### src/rtl/core/sduwf_pkg.sv
// shared types and constants of the uart write framer
`timescale 1ns / 1ps

package sduwf_pkg;

    localparam logic [7:0] SYNC_BYTE     = 8'h05;
    localparam logic [7:0] WRITE_FLAG    = 8'h80;
    localparam logic [7:0] CRC_POLY      = 8'h07;
    localparam logic [7:0] ADDR_GCONF    = 8'h00;
    localparam logic [7:0] ADDR_CURRENT  = 8'h10;
    localparam logic [7:0] ADDR_CHOPCONF = 8'h6C;

    localparam int QUEUE_DEPTH = 2;
    localparam int QPTR_W      = 1;
    localparam int PADDR_W     = 5;

    // register indexes on the apb port
    localparam logic [2:0] REG_SLAVE_ADDRESS = 3'd0;
    localparam logic [2:0] REG_HOLD_DELAY    = 3'd1;
    localparam logic [2:0] REG_RUN_DELAY     = 3'd2;
    localparam logic [2:0] REG_GCONF         = 3'd3;
    localparam logic [2:0] REG_CHOPCONF      = 3'd4;
    localparam logic [2:0] REG_DEFAULT_MRES  = 3'd5;

    typedef enum logic [1:0] {
        CMD_REJECT,
        CMD_CURRENT,
        CMD_MICROSTEP
    } cmd_kind_t;

    typedef struct packed {
        cmd_kind_t   kind;
        logic [31:0] word0;
        logic [31:0] word1;
    } cmd_t;

    typedef struct packed {
        logic [1:0]  slave_address;
        logic [3:0]  hold_delay_code;
        logic [3:0]  run_delay_code;
        logic [31:0] gconf_word;
        logic [31:0] chopconf_base;
        logic [3:0]  default_mres;
    } cfg_t;

endpackage

### src/rtl/core/sduwf_front.sv
// front end: takes commands, checks codes and builds the register words
`timescale 1ns / 1ps

module sduwf_front
    import sduwf_pkg::*;
(
    input  logic       s_tvalid,
    output logic       s_tready,
    input  logic [0:0] s_tuser,
    input  logic [23:0] s_tdata,
    input  cfg_t       cfg,
    input  logic       queue_full,
    output logic       push,
    output cmd_t       push_cmd
);

    logic [5:0]  hold_code;
    logic [5:0]  run_code;
    logic [8:0]  step_division;
    logic [3:0]  mres;

    function automatic logic [3:0] mres_for(input logic [8:0] div, input logic [3:0] dflt);
        logic [3:0] code;
        begin
            case (div)
                9'd1:    code = 4'd8;
                9'd2:    code = 4'd7;
                9'd4:    code = 4'd6;
                9'd8:    code = 4'd5;
                9'd16:   code = 4'd4;
                9'd32:   code = 4'd3;
                9'd64:   code = 4'd2;
                9'd128:  code = 4'd1;
                9'd256:  code = 4'd0;
                default: code = dflt;
            endcase
            return code;
        end
    endfunction

    assign hold_code     = s_tdata[5:0];
    assign run_code      = s_tdata[11:6];
    assign step_division = s_tdata[20:12];

    assign s_tready = !queue_full;
    assign push     = s_tvalid && !queue_full;
    assign mres     = mres_for(step_division, cfg.default_mres);

    always_comb
    begin
        push_cmd.word0 = '0;
        push_cmd.word1 = '0;
        if (s_tuser[0])
        begin
            push_cmd.kind  = CMD_MICROSTEP;
            push_cmd.word0 = cfg.gconf_word;
            push_cmd.word1 = {cfg.chopconf_base[31:28], mres, cfg.chopconf_base[23:0]};
        end
        else if (hold_code[5] || run_code[5])
        begin
            push_cmd.kind = CMD_REJECT;
        end
        else
        begin
            push_cmd.kind  = CMD_CURRENT;
            push_cmd.word0 = {4'd0, cfg.run_delay_code, 4'd0, cfg.hold_delay_code,
                              3'd0, run_code[4:0], 3'd0, hold_code[4:0]};
        end
    end

endmodule

### src/rtl/core/sduwf_queue.sv
// two-entry command queue between front and back
`timescale 1ns / 1ps

module sduwf_queue
    import sduwf_pkg::*;
(
    input  logic clk,
    input  logic rst_n,
    input  logic push,
    input  cmd_t push_cmd,
    output logic full,
    output logic not_empty,
    input  logic pop,
    output cmd_t pop_cmd
);

    cmd_t              entry_reg [QUEUE_DEPTH];
    logic [QPTR_W-1:0] wr_ptr_reg;
    logic [QPTR_W-1:0] rd_ptr_reg;
    logic [QPTR_W:0]   count_reg;
    logic [QPTR_W:0]   count_next;

    assign full      = (count_reg == (QPTR_W+1)'(QUEUE_DEPTH));
    assign not_empty = (count_reg != '0);
    assign pop_cmd   = entry_reg[rd_ptr_reg];

    always_comb
    begin
        count_next = count_reg;
        if (push && !pop)
            count_next = count_reg + 1'b1;
        else if (pop && !push)
            count_next = count_reg - 1'b1;
    end

    always_ff @(posedge clk)
    begin
        if (push)
            entry_reg[wr_ptr_reg] <= push_cmd;
    end

    always_ff @(posedge clk or negedge rst_n)
    begin
        if (!rst_n)
        begin
            wr_ptr_reg <= '0;
            rd_ptr_reg <= '0;
            count_reg  <= '0;
        end
        else
        begin
            if (push)
                wr_ptr_reg <= wr_ptr_reg + 1'b1;
            if (pop)
                rd_ptr_reg <= rd_ptr_reg + 1'b1;
            count_reg <= count_next;
        end
    end

endmodule

### src/rtl/core/sduwf_back.sv
// back end: serializes datagrams byte by byte with a running crc
`timescale 1ns / 1ps

module sduwf_back
    import sduwf_pkg::*;
(
    input  logic       clk,
    input  logic       rst_n,
    input  logic [1:0] slave_address,
    input  logic       queue_valid,
    input  cmd_t       queue_cmd,
    output logic       pop,
    output logic       m_tvalid,
    input  logic       m_tready,
    output logic [7:0] m_tdata,
    output logic       m_tlast,
    output logic [0:0] m_tuser
);

    cmd_t        cmd_reg;
    logic        busy_reg;
    logic [3:0]  idx_reg;
    logic [7:0]  crc_reg;
    logic        out_valid_reg;
    logic [7:0]  out_data_reg;
    logic        out_last_reg;
    logic        out_status_reg;

    logic        emit;
    logic        done;
    logic        frame1;
    logic [2:0]  pos;
    logic [31:0] word;
    logic [7:0]  reg_addr;
    logic [7:0]  byte_val;
    logic        byte_last;
    logic        byte_status;
    logic [7:0]  crc_next;

    function automatic logic [7:0] crc_update(input logic [7:0] crc_in, input logic [7:0] b);
        logic [7:0] c;
        logic       fb;
        begin
            c = crc_in;
            for (int k = 0; k < 8; k++)
            begin
                fb = c[7] ^ b[k];
                c  = {c[6:0], 1'b0} ^ (fb ? CRC_POLY : 8'h00);
            end
            return c;
        end
    endfunction

    assign frame1   = idx_reg[3];
    assign pos      = idx_reg[2:0];
    assign word     = frame1 ? cmd_reg.word1 : cmd_reg.word0;
    assign reg_addr = (cmd_reg.kind == CMD_CURRENT) ? ADDR_CURRENT :
                      (frame1 ? ADDR_CHOPCONF : ADDR_GCONF);

    always_comb
    begin
        case (pos)
            3'd0:    byte_val = SYNC_BYTE;
            3'd1:    byte_val = {6'd0, slave_address};
            3'd2:    byte_val = reg_addr | WRITE_FLAG;
            3'd3:    byte_val = word[31:24];
            3'd4:    byte_val = word[23:16];
            3'd5:    byte_val = word[15:8];
            3'd6:    byte_val = word[7:0];
            default: byte_val = crc_reg;
        endcase
        byte_status = 1'b0;
        case (cmd_reg.kind)
            CMD_REJECT:
            begin
                byte_val    = 8'h00;
                byte_last   = 1'b1;
                byte_status = 1'b1;
            end
            CMD_CURRENT:   byte_last = (idx_reg == 4'd7);
            CMD_MICROSTEP: byte_last = (idx_reg == 4'd15);
            default:       byte_last = 1'b1;
        endcase
    end

    assign crc_next = crc_update((pos == 3'd0) ? 8'h00 : crc_reg, byte_val);

    // while busy, a byte leaves whenever the output register is free or being drained
    assign emit = busy_reg && (!out_valid_reg || m_tready);
    assign done = emit && byte_last;
    assign pop  = queue_valid && (!busy_reg || done);

    always_ff @(posedge clk)
    begin
        if (pop)
            cmd_reg <= queue_cmd;
        if (emit)
        begin
            crc_reg        <= crc_next;
            out_data_reg   <= byte_val;
            out_last_reg   <= byte_last;
            out_status_reg <= byte_status;
        end
    end

    always_ff @(posedge clk or negedge rst_n)
    begin
        if (!rst_n)
        begin
            busy_reg      <= 1'b0;
            idx_reg       <= '0;
            out_valid_reg <= 1'b0;
        end
        else
        begin
            if (pop)
            begin
                busy_reg <= 1'b1;
                idx_reg  <= '0;
            end
            else if (done)
                busy_reg <= 1'b0;
            else if (emit)
                idx_reg <= idx_reg + 1'b1;

            if (emit)
                out_valid_reg <= 1'b1;
            else if (m_tready)
                out_valid_reg <= 1'b0;
        end
    end

    assign m_tvalid   = out_valid_reg;
    assign m_tdata    = out_data_reg;
    assign m_tlast    = out_last_reg;
    assign m_tuser[0] = out_status_reg;

endmodule

### src/rtl/core/stepper_driver_uart_write_framer.sv
// top level of the stepper driver uart write datagram framer
`timescale 1ns / 1ps
// first byte of a command: through the queue entry, cmd_reg and output register to m_tdata
// the back-end serializer sends one byte per cycle while m_tready is high, so a command gives
//   16 bytes (microstep), 8 bytes (current) or 1 byte (rejected code)
// a two-entry queue lets the front take the next requests while bytes still drain
// reset: rst_n async low clears queue, serializer and output valid; config regs go to 0

module stepper_driver_uart_write_framer
    import sduwf_pkg::*;
(
    input  logic               clk,
    input  logic               rst_n,
    // command stream
    input  logic               s_tvalid,
    output logic               s_tready,
    input  logic [0:0]         s_tuser,   // opcode
    input  logic [23:0]        s_tdata,   // hold_code[5:0], run_code[11:6], step_division[20:12]
    // datagram byte stream
    output logic               m_tvalid,
    input  logic               m_tready,
    output logic [7:0]         m_tdata,   // tx_byte
    output logic               m_tlast,   // last_byte
    output logic [0:0]         m_tuser,   // status
    // register port
    input  logic               psel,
    input  logic               penable,
    input  logic               pwrite,
    input  logic [PADDR_W-1:0] paddr,
    input  logic [31:0]        pwdata,
    output logic [31:0]        prdata,
    output logic               pready
);

    cfg_t       cfg_reg;
    logic       cfg_write;
    logic [2:0] reg_index;

    logic       push;
    cmd_t       push_cmd;
    logic       queue_full;
    logic       queue_valid;
    logic       pop;
    cmd_t       pop_cmd;

    // register file: written on the apb access phase, no wait states
    assign pready    = 1'b1;
    assign reg_index = paddr[4:2];
    assign cfg_write = psel && penable && pwrite;

    always_ff @(posedge clk or negedge rst_n)
    begin
        if (!rst_n)
            cfg_reg <= '0;
        else if (cfg_write)
        begin
            case (reg_index)
                REG_SLAVE_ADDRESS: cfg_reg.slave_address   <= pwdata[1:0];
                REG_HOLD_DELAY:    cfg_reg.hold_delay_code <= pwdata[3:0];
                REG_RUN_DELAY:     cfg_reg.run_delay_code  <= pwdata[3:0];
                REG_GCONF:         cfg_reg.gconf_word      <= pwdata;
                REG_CHOPCONF:      cfg_reg.chopconf_base   <= pwdata;
                REG_DEFAULT_MRES:  cfg_reg.default_mres    <= pwdata[3:0];
                default:           ;
            endcase
        end
    end

    // readback, zero extended; unused addresses read zero
    always_comb
    begin
        case (reg_index)
            REG_SLAVE_ADDRESS: prdata = {30'd0, cfg_reg.slave_address};
            REG_HOLD_DELAY:    prdata = {28'd0, cfg_reg.hold_delay_code};
            REG_RUN_DELAY:     prdata = {28'd0, cfg_reg.run_delay_code};
            REG_GCONF:         prdata = cfg_reg.gconf_word;
            REG_CHOPCONF:      prdata = cfg_reg.chopconf_base;
            REG_DEFAULT_MRES:  prdata = {28'd0, cfg_reg.default_mres};
            default:           prdata = '0;
        endcase
    end

    // front: classify the request and build the register words
    sduwf_front u_front (
        .s_tvalid   (s_tvalid),
        .s_tready   (s_tready),
        .s_tuser    (s_tuser),
        .s_tdata    (s_tdata),
        .cfg        (cfg_reg),
        .queue_full (queue_full),
        .push       (push),
        .push_cmd   (push_cmd)
    );

    // decouples request intake from byte output
    sduwf_queue u_queue (
        .clk       (clk),
        .rst_n     (rst_n),
        .push      (push),
        .push_cmd  (push_cmd),
        .full      (queue_full),
        .not_empty (queue_valid),
        .pop       (pop),
        .pop_cmd   (pop_cmd)
    );

    // back: one byte per cycle while m_tready is high, crc accumulated as bytes go out
    sduwf_back u_back (
        .clk           (clk),
        .rst_n         (rst_n),
        .slave_address (cfg_reg.slave_address),
        .queue_valid   (queue_valid),
        .queue_cmd     (pop_cmd),
        .pop           (pop),
        .m_tvalid      (m_tvalid),
        .m_tready      (m_tready),
        .m_tdata       (m_tdata),
        .m_tlast       (m_tlast),
        .m_tuser       (m_tuser)
    );

endmodule

### config.mk
export PLATFORM = sky130hd
export DESIGN_NAME = stepper_driver_uart_write_framer
export DESIGN_NICKNAME = d
export VERILOG_FILES = /design/src/rtl/core/sduwf_pkg.sv /design/src/rtl/core/sduwf_front.sv /design/src/rtl/core/sduwf_queue.sv /design/src/rtl/core/sduwf_back.sv /design/src/rtl/core/stepper_driver_uart_write_framer.sv
export SDC_FILE = /design/constraint.sdc
export NUM_CORES = 1
export LEC_CHECK = 0
export ABC_CLOCK_PERIOD_IN_PS = 5160
export BUFFER_PORTS_ARGS = -buffer_cell sky130_fd_sc_hd__buf_2
export CORE_ASPECT_RATIO = 0.5
export CORE_UTILIZATION = 56
export CTS_BUF_LIST = sky130_fd_sc_hd__clkbuf_8
export CTS_CLUSTER_DIAMETER = 100
export CTS_CLUSTER_SIZE = 8
export DETAILED_ROUTE_END_ITERATION = 12
export PLACE_DENSITY = 0.79
export SYNTH_ARGS = -nofsm -noshare
export SYNTH_HDL_FRONTEND = slang
export SYNTH_SLANG_ARGS = --single-unit
### constraint.sdc
create_clock -name clk -period 5.16 [get_ports clk]
set_input_delay 0.774 -clock clk [delete_from_list [all_inputs] [get_ports clk]]
set_output_delay 0.774 -clock clk [all_outputs]
set_load 0.01 [all_outputs]
### Yosys cells after proc, flatten, opt, wreduce, memory -nomap -nowiden

Memories as Yosys holds them, arrays and structs flattened. A register that Yosys moved wholly into a read port is not among the register bits.
Cells that the tools add are included.

| operators by class | value |
|---|---|
| $add $sub $neg | 5 |
| eq/ne operators | 26 |
| bitwise logic cells | 16 |
| muxes and demuxes | 33 |
| reduce and logical (&&, ||, !) cells | 31 |

Operators with widths:

| kind | count |
|---|---|
| $pmux W32 S6 | 1 |
| $mux W32 | 2 |
| $xor A8 B8 Y8 | 8 |
| $pmux W8 S7 | 1 |
| $pmux W4 S9 | 1 |
| $mux W34 | 1 |
| $mux W28 | 1 |
| $mux W3 | 8 |
| $mux W8 | 2 |
| $eq A3 B3 Y1 const B | 5 |
| $mux W7 | 2 |
| $reduce_and A2 Y1 | 7 |
| $eq A3 B2 Y1 const B | 4 |
| $mux W4 | 3 |
| $reduce_bool A2 Y1 | 5 |
| $eq A9 B1 Y1 const B | 1 |
| $eq A9 B2 Y1 const B | 1 |
| $eq A9 B3 Y1 const B | 1 |
| $eq A9 B4 Y1 const B | 1 |
| $eq A9 B5 Y1 const B | 1 |
| $eq A9 B6 Y1 const B | 1 |
| $eq A9 B7 Y1 const B | 1 |
| $eq A9 B8 Y1 const B | 1 |
| $eq A9 B9 Y1 const B | 1 |
| 19 further kinds | 51 |

| word-level totals | value |
|---|---|
| bits in registers | 106 |
| input port bits | 69 |
| bits in writable memories | 132 |
| output and inout bits | 45 |
| memories | 1 |
| word-level logic and storage cells | 128 |

Memory list:

| memory | depth | width | read ports | clocked after memory_dff | wr ports | RTL line | text |
|---|---|---|---|---|---|---|---|
| u_queue.entry_reg | 2 | 66 | 1 | 1 | 1 | sduwf_queue.sv:17 | `cmd_t entry_reg [QUEUE_DEPTH];` |

### Depth between registers and ports, before layout

Gate-level depths: netlist of the first run.

| logic depth | value |
|---|---|
| word-level depth | 28 |
| mapped depth | 14 |
| gate-level depth less buffers | 12 |

### Modules after synthesis

A second synthesis of the first run with hierarchy kept.

| second synthesis, totals | value |
|---|---|
| cell total of the unflattened synthesis | 834 |
| area total of the unflattened synthesis | 13425.4 µm² |

By module, submodules not included:

| module | times used | cells each | sequential area each (µm²) | area each (µm²) |
|---|---|---|---|---|
| sduwf_queue | 1 | 221 | 4063.9 | 5064.9 |
| sduwf_back | 1 | 255 | 2672.6 | 3993.8 |
| stepper_driver_uart_write_framer | 1 | 238 | 1951.9 | 3524.6 |
| sduwf_front | 1 | 120 | 0.0 | 842.1 |

### Worst setup path after synthesis of the first run

Ideal clock, no wire load.

| timing | value |
|---|---|
| kind | reg-to-reg |
| from | reg u_back.idx_reg[3] |
| to | reg u_queue.count_reg[1] |
| required time | 5081 ps |
| period minus slack after synthesis | 5728 ps |
| data arrival time | 5649 ps |
| buffers on the path | 4 |
| setup slack | -568 ps |
| cell stages (with the launch flop) | 15 |
| cell sequence | dfrtp_1 -> buf_6 -> buf_6 -> buf_6 -> buf_6 -> xnor2_1 -> nand3_1 -> nand2_1 -> nand2_1 -> a21oi_1 -> inv_1 -> ha_1 -> xor2_1 -> nor2_1 -> xor2_1 |

| on the way | value |
|---|---|
| longest elaborated chain between the ends | 8 |
| elaborated cells on any way between the ends | 11 |
| those cells by class | eq/ne: 2; mux: 2; reduce/logical: 7 |

Ends and longest elaborated chain:

| element | RTL line | text |
|---|---|---|
| start: declaration | sduwf_back.sv:22 | `logic [3:0] idx_reg;` |
| start signal: assignment | sduwf_back.sv:124 | `idx_reg <= idx_reg + 1'b1;` |
| $eq A4 B4 Y1 / $eq A4 B3 Y1 (equally long branches) | sduwf_back.sv:81, sduwf_back.sv:80 |  |
| $pmux W1 S2 * | sduwf_back.sv:73 | `case (cmd_reg.kind)` |
| named net u_back.byte_last | sduwf_back.sv:36 | `logic byte_last;` |
| $logic_and A1 B1 Y1 * | sduwf_back.sv:90 | `assign done = emit && byte_last;` |
| $logic_or A1 B1 Y1 * | sduwf_back.sv:91 | `assign pop = queue_valid && (!busy_reg \|\| done);` |
| $logic_and A1 B1 Y1 * | sduwf_back.sv:91 |  |
| named net pop | stepper_driver_uart_write_framer.sv:43 | `logic pop;` |
| $logic_not A1 Y1 | sduwf_queue.sv:30 | `if (push && !pop)` |
| $logic_and A1 B1 Y1 | sduwf_queue.sv:30 |  |
| $mux W2 / $reduce_bool A2 Y1 (equally long branches) | n/a |  |
| end signal: assignment | sduwf_queue.sv:56 | `count_reg <= count_next;` |
| end: declaration | sduwf_queue.sv:20 | `logic [QPTR_W:0] count_reg;` |

The timed path passes the listed nets; every way through them passes the cells marked *.
A chain may end at the register's enable or synchronous reset.

### Final worst setup path of the first run

| timing | value |
|---|---|
| from | reg u_back.idx_reg[3] |
| to | reg u_back.crc_reg[2], data pin |

| on the way | value |
|---|---|
| longest elaborated chain between the ends | 15 |
| elaborated cells on any way between the ends | 23 |
| those cells by class | mux: 10; bitwise: 13 |

Ends and longest elaborated chain:

| element | RTL line | text |
|---|---|---|
| $mux W32 | sduwf_back.sv:56 | `assign word = frame1 ? cmd_reg.word1 : cmd_reg.word0;` |
| $pmux W8 S7 * | sduwf_back.sv:62 | `case (pos)` |
| $mux W8 * | sduwf_back.sv:73 |  |
| $xor A1 B1 Y1 | sduwf_back.sv:47 | `fb = c[7] ^ b[k];` |
| $mux W3 | sduwf_back.sv:48 | `c = {c[6:0], 1'b0} ^ (fb ? CRC_POLY : 8'h00);` |
| $xor A8 B8 Y8 (6 in a row) | sduwf_back.sv:48 |  |
| $xor A1 B1 Y1 / $xor A8 B8 Y8 (equally long branches) | sduwf_back.sv:47, sduwf_back.sv:48 |  |
| $mux W3 / $xor A1 B1 Y1 (equally long branches) | sduwf_back.sv:48, sduwf_back.sv:47 |  |
| $xor A8 B8 Y8 / $mux W3 (equally long branches) | sduwf_back.sv:48 |  |
| $xor A8 B8 Y8 * | sduwf_back.sv:48 |  |
| named net u_back.crc_next[2] | sduwf_back.sv:38 | `logic [7:0] crc_next;` |
| end signal: assignment | sduwf_back.sv:99 | `crc_reg <= crc_next;` |
| end: declaration | sduwf_back.sv:23 | `logic [7:0] crc_reg;` |

Marks and branches as above.

==> results of run 1 <==
==> final timing paths <==
kind / cells after the start / to
setup / recovery: 7 / u_back.crc_reg[2]
hold / removal: 1 / u_back.idx_reg[3]
setup reg to reg: 7 / u_back.crc_reg[2]
hold reg to reg: 1 / cfg_reg[31]
max in group asynchronous: 2 / u_queue.rd_ptr_reg
min in group clk: 2 / cfg_reg[35]
==> per-layer routing <==
metal,wire length (µm),GRT usage,vias up
met4,295,0.05195,0
li1,-,-,3414
met1,12300,0.3305,3802
met3,2135,0.06196,28
met2,12510,0.3640,261
met5,0,0,-
==> cell type report <==
type	count	area (µm²)	share of cell area
Sequential cell	304	8690	0.5932
Tap cell	307	384.1	0.02622
Timing Repair Buffer	122	650.6	0.04441
Clock inverter	34	137.6	0.009395
Clock buffer	43	591.8	0.04040
Multi-Input combinational cell	476	4135	0.2823
Inverter	16	60.06	0.004100
==> cells by family (layout without fill, tap and decap cells) <==
group           count (synthesis)  count (layout)  synth area share
compound gates                107             107           0.06530
mux                           179             179            0.1526
simple gates                  141             141           0.05878
xor+xnor                       39              39           0.02867
flops                         304             304            0.6658
fa+ha+maj                       9               9          0.008630
buf+inv                        58             215           0.01994
other cells                     1               1         0.0002874
==> cell usage after synthesis (4+ instances only) <==
cell type / count / share of area
edfxtp_1: 216 / 0.50
mux2_2: 145 / 0.13
dfrtp_1: 88 / 0.17
a22o_1: 46 / 0.031
and2_1: 45 / 0.022
nor2_1: 33 / 0.0095
mux2i_1: 32 / 0.025
clkbuf_1: 31 / 0.0089
xnor2_1: 27 / 0.018
nand2_1: 21 / 0.0060
inv_1: 16 / 0.0046
o21ai_0: 13 / 0.0050
o22ai_1: 12 / 0.0058
a21oi_1: 11 / 0.0042
xor2_1: 10 / 0.0067
ha_1: 9 / 0.0086
nor2b_1: 8 / 0.0038
nor3_1: 7 / 0.0027
a22oi_1: 5 / 0.0029
buf_6: 5 / 0.0043
nand2b_1: 5 / 0.0024
nand3_1: 5 / 0.0019
a32oi_1: 4 / 0.0027
buf_1: 4 / 0.0012
nor3b_1: 4 / 0.0023
or4_1: 4 / 0.0023
==> power by group through the flow <==
stage | logic, mW | registers [mW] | clock network (mW)
floorplan | 1.92 | 4.05 | 0
global placement | 2.40 | 4.14 | 0
detailed placement | 2.50 | 4.17 | 0
CTS | 2.51 | 4.13 | 1.69
global route | 2.71 | 4.20 | 1.80
finish | 2.49 | 4.13 | 1.65
==> reports/metrics.csv, run 1 <==
stage;metric;value;unit
sta;Period Utilization, post-route;0.7149;
worst_setup_path;CP max FO;20;
placement;dpl cell area;13920;µm²
synth;sequential area share after synthesis;0.6658;
worst_setup_path;crit path buf inv count;0;
route;antenna viol nets, final;0;
run;number of max-cap violations;0;
sta;clk_skew;25.38;ps
power_and_ir_drop;sequential share of power;0.499;
final_layout;most frequent cells in the layout;edfxtp_1, mux2_2, buf_2;
synth;fraction of registers with async set or reset after synthesis;0.2895;
placement;Post-Place Worst Slack;1573;ps
synth;syn_nets;916;
sta;Least-Margin Pin Slew;1204;ps
sta;max_slew headroom;0.1971;
synth;number of synthesized flops with an enable pin;216;
power_and_ir_drop;Total Power;8.278;mW
power_and_ir_drop;sw power;2.610;mW
sta;smallest hold slack;199.6;ps
grt;largest net degree at the start of global routing;67;
synth;mean post-synth cell area;15.57;µm²
floorplan;die height;109.9;µm
grt;global route overflow;0;
worst_setup_path;crit end category;flip-flop;
status;status;finished clean;
power_and_ir_drop;pwr/cell area;565.1;nW/µm²
placement;dpl cells;1225;
worst_setup_path;critical path launch point;u_back.idx_reg[3];
floorplan;Core ar.;22840;µm²
worst_setup_path;critical path's largest stage delay;1140;ps
clock_tree;root buffer cell;clkbuf_8;
synth;Main synth FF type;edfxtp_1;
grt;initial antenna violation count;0;
route;mean routed wirelength per cell;20.92;µm
synth;Post-Syn Area;13050;µm²
sta;Final WS setup;1471;ps
power_and_ir_drop;Leakage;5.742;nW
floorplan;Rows;39;
worst_hold_path;hold crit path type;in2async;
final_layout;Post-Layout Cell Count;1302;
synth;warnings from Yosys;0;
final_layout;Util after Layout;0.6415;
floorplan;io pins;114;
sta;Fmax;271.1;MHz
worst_setup_path;type of origin of the critical path;flip-flop;
worst_setup_path;CP top delay family;flip-flops;
placement;port bufs;107;
route;DR DRC count;0;
clock_tree;setup repair bufs after CTS;0;
power_and_ir_drop;sw frac;0.3153;
sta;Final Hold Viols;0;
power_and_ir_drop;Max VDD drop;0.0003592;V
final_layout;most common cell after layout, fill and taps aside;edfxtp_1;
clock_tree;Inserted Clock Buffers;43;
clock_tree;worst skew pair latency;560;ps
clock_tree;clk sink count;304;
worst_setup_path;crit path cell chain;mux2i_1 -> o22ai_1 -> a2111oi_4 -> xor2_1 -> mux2_4 -> xnor2_4 -> xnor3_1;
floorplan;Starting Density;0.5714;
power_and_ir_drop;clock share of power;0.200;
grt;All-Layer GR Usage;0.2332;
clock_tree;Clock transition at path regs;80;ps
grt;first-pass GRT wire length;41960;µm
sta;final setup violation count;0;
final_layout;max FFs per register;132;
route;DR pass1 iterations;5;
sta;RSZ-0062 raised after global routing;false;
clock_tree;Max Buffers Root-to-Sink;3;
route;vias per cell;5.764;
sta;Slew Limit Fails;0;
clock_tree;H-tree depth;2;
synth;synth unique cells;53;
synth;Post-Syn Instances;838;
sta;time the worst path needs with I/O delays and setup;3689;ps
worst_setup_path;Reg2Reg Setup Slack;1470;ps
power_and_ir_drop;Gate power share;0.301;
clock_tree;cts hold-fix bufs;0;
worst_setup_path;WS Path Type;reg2reg;
final_layout;post-route cell area;14650;µm²
grt;vias in the first global route;7621;
route;Detailed Route Iter0 Violations;646;
final_layout;share of cells above drive strength 1;0.3337;
floorplan;die width;217.9;µm
route;DR vias;7505;
power_and_ir_drop;Int Power;5.668;mW
floorplan;Die Area;23950;µm²
worst_setup_path;reg2reg start;u_back.idx_reg[3];
clock_tree;clock tree from TritonCTS;done;
final_layout;Ant. Diodes;0;
final_layout;Layout area overhead;12.26;%
worst_setup_path;Worst Path Arrival;4000;ps
placement;gpl congestion;0.9099;
final_layout;final net count;1041;
synth;flops & latches, synth;304;
route;Post-Route WL;27240;µm
final_layout;fill count;1602;
sta;Total Neg Setup Slack;0;ps
placement;detailed placement HPWL;17820;µm
worst_setup_path;CP required;5470;ps
worst_setup_path;CP max stage cell;dfrtp_1;
clock_tree;post-CTS sizing;0;
Power figures use the tool's default switching activity.
==> run 2, diff against run 1 <==
--- a/config.mk
+++ b/config.mk
@@ -5,7 +5,7 @@
 export SDC_FILE = /design/constraint.sdc
 export NUM_CORES = 1
 export LEC_CHECK = 0
-export ABC_CLOCK_PERIOD_IN_PS = 5160
+export ABC_CLOCK_PERIOD_IN_PS = 3300
 export BUFFER_PORTS_ARGS = -buffer_cell sky130_fd_sc_hd__buf_2
 export CORE_ASPECT_RATIO = 0.5
 export CORE_UTILIZATION = 56
==> constraint.sdc (replaced) <==
create_clock -name clk -period 3.3 [get_ports clk]
set_input_delay 0.495 -clock clk [delete_from_list [all_inputs] [get_ports clk]]
set_output_delay 0.495 -clock clk [all_outputs]
set_load 0.01 [all_outputs]
==> run 2 against run 1 <==
Effect of this change: maximum frequency grew 18%; setup slack got worse by 1300 ps; core utilization up 0.69 points; count of clock-buffer cells in the layout unchanged; first-iteration DRC count rose by 16%; sequential share of layout area decreased by 0.63 points; worst hold slack worse by 11 ps.
==> reports/metrics.csv, run 2 (synthesized netlist as in run 1, its figures left out) <==
stage;metric;value;unit;change
placement;detailed placement HPWL;18130;µm;+1.8%
worst_setup_path;CP max stage cell;a2111oi_4;;
route;wire length on met1;12890;µm;+4.7%
power_and_ir_drop;pwr/cell area;887.0;nW/µm²;+57%
route;DR pass1 iterations;5;;unchanged
route;vias per cell;5.774;;+0.17%
sta;Final WS setup;186.9;ps;-1284 ps
clock_tree;setup repair bufs after CTS;0;;unchanged
final_layout;Ant. Diodes;0;;unchanged
sta;Final Hold Viols;0;;unchanged
power_and_ir_drop;Total Power;13.13;mW;+59%
worst_setup_path;type of origin of the critical path;flip-flop;;
final_layout;final net count;1053;;+1.2%
final_layout;share of cells above drive strength 1;0.3416;;+0.007916
route;mean routed wirelength per cell;20.89;µm;-0.17%
route;Post-Route WL;27510;µm;+0.98%
route;WL met2;12270;µm;-1.9%
clock_tree;Clock transition at path regs;60;ps;-20 ps
route;Max Used Layer;met4;;
worst_setup_path;cells on worst reg2reg path;9;;+2
placement;dpl cell area;14040;µm²;+0.90%
clock_tree;H-tree depth;2;;unchanged
clock_tree;clk sink count;304;;unchanged
sta;time the worst path needs with I/O delays and setup;3113;ps;-575.8 ps
clock_tree;Max Buffers Root-to-Sink;3;;unchanged
final_layout;post-route cell area;14810;µm²;+1.1%
route;antenna viol nets, final;0;;unchanged
final_layout;fill count;1633;;+1.9%
worst_hold_path;Min-Delay Path Depth;2;;
route;DR vias;7604;;+1.3%
final_layout;Layout area overhead;13.47;%;
grt;All-Layer GR Usage;0.2313;;-0.001905
floorplan;Die Area;23950;µm²;unchanged
worst_setup_path;Reg2Reg Setup Slack;190;ps;-1280 ps
final_layout;most common cell after layout, fill and taps aside;edfxtp_1;;
route;DR DRC count;0;;unchanged
worst_hold_path;Hold Crit Start;pwdata[6];;
worst_setup_path;critical path's largest stage delay;430;ps;-710 ps
worst_setup_path;WS Path Type;reg2reg;;
grt;largest net degree at the start of global routing;79;;+18%
floorplan;die height;109.9;µm;unchanged
worst_setup_path;CP required;3590;ps;-1880 ps
worst_setup_path;crit end category;flip-flop;;
worst_setup_path;reg2reg start;u_back.idx_reg[1];;
floorplan;Starting Density;0.5714;;unchanged
run;number of max-cap violations;0;;unchanged
clock_tree;clock tree from TritonCTS;done;;
grt;first-pass GRT wire length;41440;µm;-1.2%
sta;final setup violation count;0;;unchanged
worst_hold_path;Min-Delay Endpoint;cfg_reg[10];;
grt;initial antenna violation count;0;;unchanged
grt;vias in the first global route;7285;;-4.4%
final_layout;Util after Layout;0.6484;;+0.006903
sta;smallest hold slack;188.2;ps;-11.35 ps
worst_setup_path;CP max FO;7;;-65%
final_layout;Post-Layout Cell Count;1317;;+1.2%
sta;RSZ-0062 raised after global routing;false;;
final_layout;max FFs per register;132;;unchanged
route;Detailed Route Iter0 Violations;750;;+16%
worst_hold_path;hold crit path type;in2reg;;
grt;global route overflow;0;;unchanged
floorplan;io pins;114;;unchanged
power_and_ir_drop;Max VDD drop;0.0005311;V;+48%
final_layout;most frequent cells in the layout;edfxtp_1, mux2_2, buf_2;;
power_and_ir_drop;Leakage;5.828;nW;+1.5%
worst_setup_path;Worst Path Arrival;3400;ps;-600 ps
sta;Total Neg Setup Slack;0;ps;unchanged
sta;clk_skew;16.77;ps;-8.614 ps
worst_setup_path;RR Endpoint;u_back.crc_reg[2];;
clock_tree;root buffer cell;clkbuf_8;;
sta;Slew Limit Fails;0;;unchanged
clock_tree;Inserted Clock Buffers;43;;unchanged
sta;Period Utilization, post-route;0.9434;;+0.2285
sta;Fmax;321.2;MHz;+18%
placement;Post-Place Worst Slack;165.1;ps;-1408 ps
sta;max_slew headroom;0.5421;;+0.3450
sta;Least-Margin Pin Slew;685.3;ps;-519.0 ps
status;status;finished clean;;
placement;gpl congestion;0.8617;;-5.3%
floorplan;die width;217.9;µm;unchanged
floorplan;Rows;39;;unchanged
worst_setup_path;crit path cell chain;inv_1 -> ha_1 -> nand2_1 -> o22ai_1 -> a2111oi_4 -> xor2_1 -> mux2_4 -> xnor2_4 -> xnor3_1;;
clock_tree;worst skew pair latency;560;ps;about the same
placement;port bufs;107;;unchanged
floorplan;Core ar.;22840;µm²;unchanged
placement;dpl cells;1236;;+0.90%
route;metal3 WL;2073;µm;-2.9%
run 2: changes by cell type in the layout (fill, tap and decap cells not counted), moves of 2 or more:
cell | previous run | this run
buf_4 | 16 | 24
inv_1 | 48 | 50
buf_12 | 0 | 3
inv_6 | 2 | 0
inv_8 | 0 | 2
run 2: per-layer routing:
layer	vias up	GRT usage
li1	3441	-
met3	26	0.04177
met1	3856	0.3539
met4	0	0.04995
met5	-	0
met2	281	0.3460
run 2: cell type report:
type | count | area (µm²) | share of cell area
inverter | 16 | 60.06 | 0.004056
sequential | 304 | 8690 | 0.5869
clock buffer | 43 | 591.8 | 0.03997
clock inverter | 37 | 157.7 | 0.01065
tap | 307 | 384.1 | 0.02594
timing repair buffer | 134 | 780.7 | 0.05273
multi-input combinational | 476 | 4143 | 0.2798
run 2: worst max-delay path by stage:
| stage | start | endpoint |
|---|---|---|
| 6_report | u_back.idx_reg[1] | u_back.crc_reg[2] |
| 5_1_grt | u_back.idx_reg[0] | u_back.crc_reg[2] |
| 4_1_cts | u_back.idx_reg[0] | u_back.crc_reg[2] |
| 3_5_place_dp | u_back.idx_reg[0] | u_back.crc_reg[2] |
| 3_3_place_gp | u_back.idx_reg[0] | u_back.crc_reg[2] |
| 2_1_floorplan | u_back.idx_reg[3] | u_queue.count_reg[1] |
run 2: timing repair:
| item | 4_1_cts | 5_1_grt |
|---|---|---|
| resized for setup | 0 | 1 |
| setup endpoints to repair | 0 | 1 |
| endpoints found under the hold margin | 10 | 0 |
| hold buffers | 1 | 0 |
run 2: power breakdown:
group	leakage (nW)	internal [mW]	switching (mW)
clock network	0.503	1.23	1.40
logic	2.15	1.87	2.17
registers	3.17	5.85	0.618
run 2: critical path, delay by kind of cell, from the launching register on:
family / cells / cell delay [ps]
xor gates and xnor gates: 3 / 830
AOI/OAI and AO/OA: 2 / 610
DFF: 1 / 400
muxes: 1 / 350
adders and majority gates: 1 / 300
and+or+nand+nor: 1 / 260
buffers and inverters: 1 / 90
==> run 3, diff against run 2 <==
--- a/config.mk
+++ b/config.mk
@@ -7,13 +7,15 @@
 export LEC_CHECK = 0
 export ABC_CLOCK_PERIOD_IN_PS = 3300
 export BUFFER_PORTS_ARGS = -buffer_cell sky130_fd_sc_hd__buf_2
-export CORE_ASPECT_RATIO = 0.5
-export CORE_UTILIZATION = 56
+export CELL_PAD_IN_SITES_DETAIL_PLACEMENT = 1
+export CELL_PAD_IN_SITES_GLOBAL_PLACEMENT = 1
+export CORE_ASPECT_RATIO = 0.8
+export CORE_UTILIZATION = 47
 export CTS_BUF_LIST = sky130_fd_sc_hd__clkbuf_8
 export CTS_CLUSTER_DIAMETER = 100
 export CTS_CLUSTER_SIZE = 8
 export DETAILED_ROUTE_END_ITERATION = 12
-export PLACE_DENSITY = 0.79
+export PLACE_DENSITY_LB_ADDON = 0.1
 export SYNTH_ARGS = -nofsm -noshare
 export SYNTH_HDL_FRONTEND = slang
 export SYNTH_SLANG_ARGS = --single-unit
==> run 3 against run 2 <==
Effect of this change: critical path depth stayed put; setup slack worse by 2.4 ps; global-route usage is 1.5 points lower; first-iteration DRC count is 42% lower; sequential cell count stayed put; sequential share of layout area is 0.37 points lower; critical path type unchanged; critical endpoint unchanged.
==> reports/metrics.csv, run 3 (synthesized netlist as in run 1, its figures left out) <==
stage;metric;value;unit;change
route;DR pass1 iterations;4;;-1
sta;Slew Limit Fails;0;;unchanged
worst_hold_path;hold crit path type;in2reg;;
floorplan;Rows;54;;+38%
status;status;finished clean;;
route;antenna viol nets, final;0;;unchanged
power_and_ir_drop;sw frac;0.3191;;about the same
sta;final setup violation count;0;;unchanged
power_and_ir_drop;Int Power;8.971;mW;+0.29%
grt;All-Layer GR Usage;0.2159;;-0.01539
sta;Final WS setup;184.5;ps;-2.395 ps
floorplan;io pins;114;;unchanged
power_and_ir_drop;sw power;4.205;mW;+0.37%
route;DR vias;7510;;-1.2%
sta;RSZ-0062 raised after global routing;false;;
route;Detailed Route Iter0 Violations;437;;-42%
route;mean routed wirelength per cell;21.92;µm;+4.9%
floorplan;Die Area;28440;µm²;+19%
final_layout;max FFs per register;132;;unchanged
sta;Fmax;321.0;MHz;about the same
worst_setup_path;type of origin of the critical path;flip-flop;;
grt;global route overflow;0;;unchanged
clock_tree;Clock transition at path regs;60;ps;about the same
clock_tree;clock tree from TritonCTS;done;;
sta;Period Utilization, post-route;0.9441;;about the same
grt;vias in the first global route;8077;;+11%
clock_tree;H-tree depth;2;;unchanged
grt;initial antenna violation count;0;;unchanged
clock_tree;Max Buffers Root-to-Sink;3;;unchanged
final_layout;most frequent cells in the layout;edfxtp_1, mux2_2, buf_2;;
clock_tree;worst skew pair latency;560;ps;about the same
final_layout;most common cell after layout, fill and taps aside;edfxtp_1;;
run;number of max-cap violations;0;;unchanged
sta;time the worst path needs with I/O delays and setup;3115;ps;+2.395 ps
power_and_ir_drop;clock share of power;0.197;;-0.003
worst_setup_path;Worst Path Arrival;3410;ps;about the same
floorplan;die height;151.0;µm;+37%
floorplan;Core ar.;27300;µm²;+20%
clock_tree;setup repair bufs after CTS;0;;unchanged
power_and_ir_drop;Gate power share;0.308;;about the same
floorplan;die width;188.3;µm;-14%
placement;port bufs;107;;unchanged
sta;max_slew headroom;0.4355;;-0.1067
route;wire length on met1;14540;µm;+13%
route;DR DRC count;0;;unchanged
clock_tree;root buffer cell;clkbuf_8;;
power_and_ir_drop;pwr/cell area;884.2;nW/µm²;-0.32%
sta;clk_skew;20.24;ps;+3.472 ps
power_and_ir_drop;sequential share of power;0.495;;+0.003
worst_setup_path;WS Path Type;reg2reg;;
clock_tree;clk sink count;304;;unchanged
route;Post-Route WL;30050;µm;+9.3%
grt;first-pass GRT wire length;46390;µm;+12%
route;WL met2;13840;µm;+13%
worst_setup_path;CP required;3590;ps;about the same
floorplan;Starting Density;0.4780;;-0.09335
final_layout;Layout area overhead;14.19;%;
power_and_ir_drop;Leakage;5.815;nW;-0.22%
grt;largest net degree at the start of global routing;72;;-8.9%
sta;Final Hold Viols;0;;unchanged
placement;gpl congestion;0.9402;;+9.1%
route;vias per cell;5.478;;-5.1%
clock_tree;Inserted Clock Buffers;43;;unchanged
worst_setup_path;crit end category;flip-flop;;
placement;Post-Place Worst Slack;199.5;ps;+34.39 ps
worst_setup_path;CP max FO;11;;+4
route;metal3 WL;1229;µm;-41%
placement;detailed placement HPWL;20390;µm;+12%
sta;smallest hold slack;179.7;ps;-8.555 ps
final_layout;share of cells above drive strength 1;0.3410;;-0.0006299
power_and_ir_drop;Max VDD drop;0.0005258;V;-1.0%
sta;Least-Margin Pin Slew;846.8;ps;+161.5 ps
route;Max Used Layer;met4;;
final_layout;final net count;1051;;-0.19%
[run 3: layout make-up]
| type | instances | area, µm² |
|---|---|---|
| clock inverters | 35 | 150.1 |
| well taps | 364 | 455.4 |
| clock buffers | 43 | 591.8 |
| multi-input cells | 476 | 4148 |
| flip-flops and latches | 304 | 8690 |
| inverters | 16 | 60.06 |
| repair buffers | 132 | 803.3 |
| fillers | 2649 | 12400 |
| diodes | 1 | 2.502 |
[run 3: through the flow]
step	setup TNS (ps)	instance area (µm²)	util	total power [mW]	std cells
finish	0	14900	0.5459	13.18	1371
global route	0	14900	0.5458	13.92	1370
CTS	0	14900	0.5457	13.35	1370
detailed placement	0	14140	0.5182	10.70	1291
global placement	0	14140	0.5182	10.49	1291
floorplan	-58.15	13060	-	9.318	838
[run 3: final timing paths]
path,start,to,slack (ps),cells after the start
setup / recovery,u_back.idx_reg[0],u_back.crc_reg[2],180,9
hold / removal,pwdata[4],cfg_reg[40],180,2
min in group asynchronous,rst_n,cfg_reg[63],510,2
setup reg to reg,u_back.idx_reg[0],u_back.crc_reg[2],180,9
hold reg to reg,u_queue.count_reg[1],u_queue.count_reg[1],500,1
max in group asynchronous,rst_n,cfg_reg[47],2110,3
[run 3: worst max-delay path: stages, from the launching register on]
cell and delay (ps):
dfrtp_1 380, inv_1 110, ha_1 380, a221oi_2 310, a211oi_1 90, a2111oi_2 410
xor2_1 230, mux2_4 350, xnor2_4 200, xnor3_1 410
[run 3: per-layer routing]
layer / track usage / up-vias
met5: 0 / -
met4: 0.05363 / 0
met3: 0.03244 / 35
met2: 0.3446 / 188
li1: - / 3430
met1: 0.3123 / 3857
[run 3: power groups by stage]
stage	clock [mW]	sequential [mW]	combinational, mW
after global routing	2.82	6.65	4.45
final	2.59	6.53	4.05
after floorplan	0	6.30	3.01
after CTS	2.69	6.54	4.12
after detailed placement	0	6.60	4.10
after global placement	0	6.54	3.95
[run 3: what timing repair did]
action | CTS | global route
endpoints found under the hold margin | 1 | 0
setup endpoints to repair | 0 | 1
hold buffers | 1 | 0
resized for setup | 0 | 1
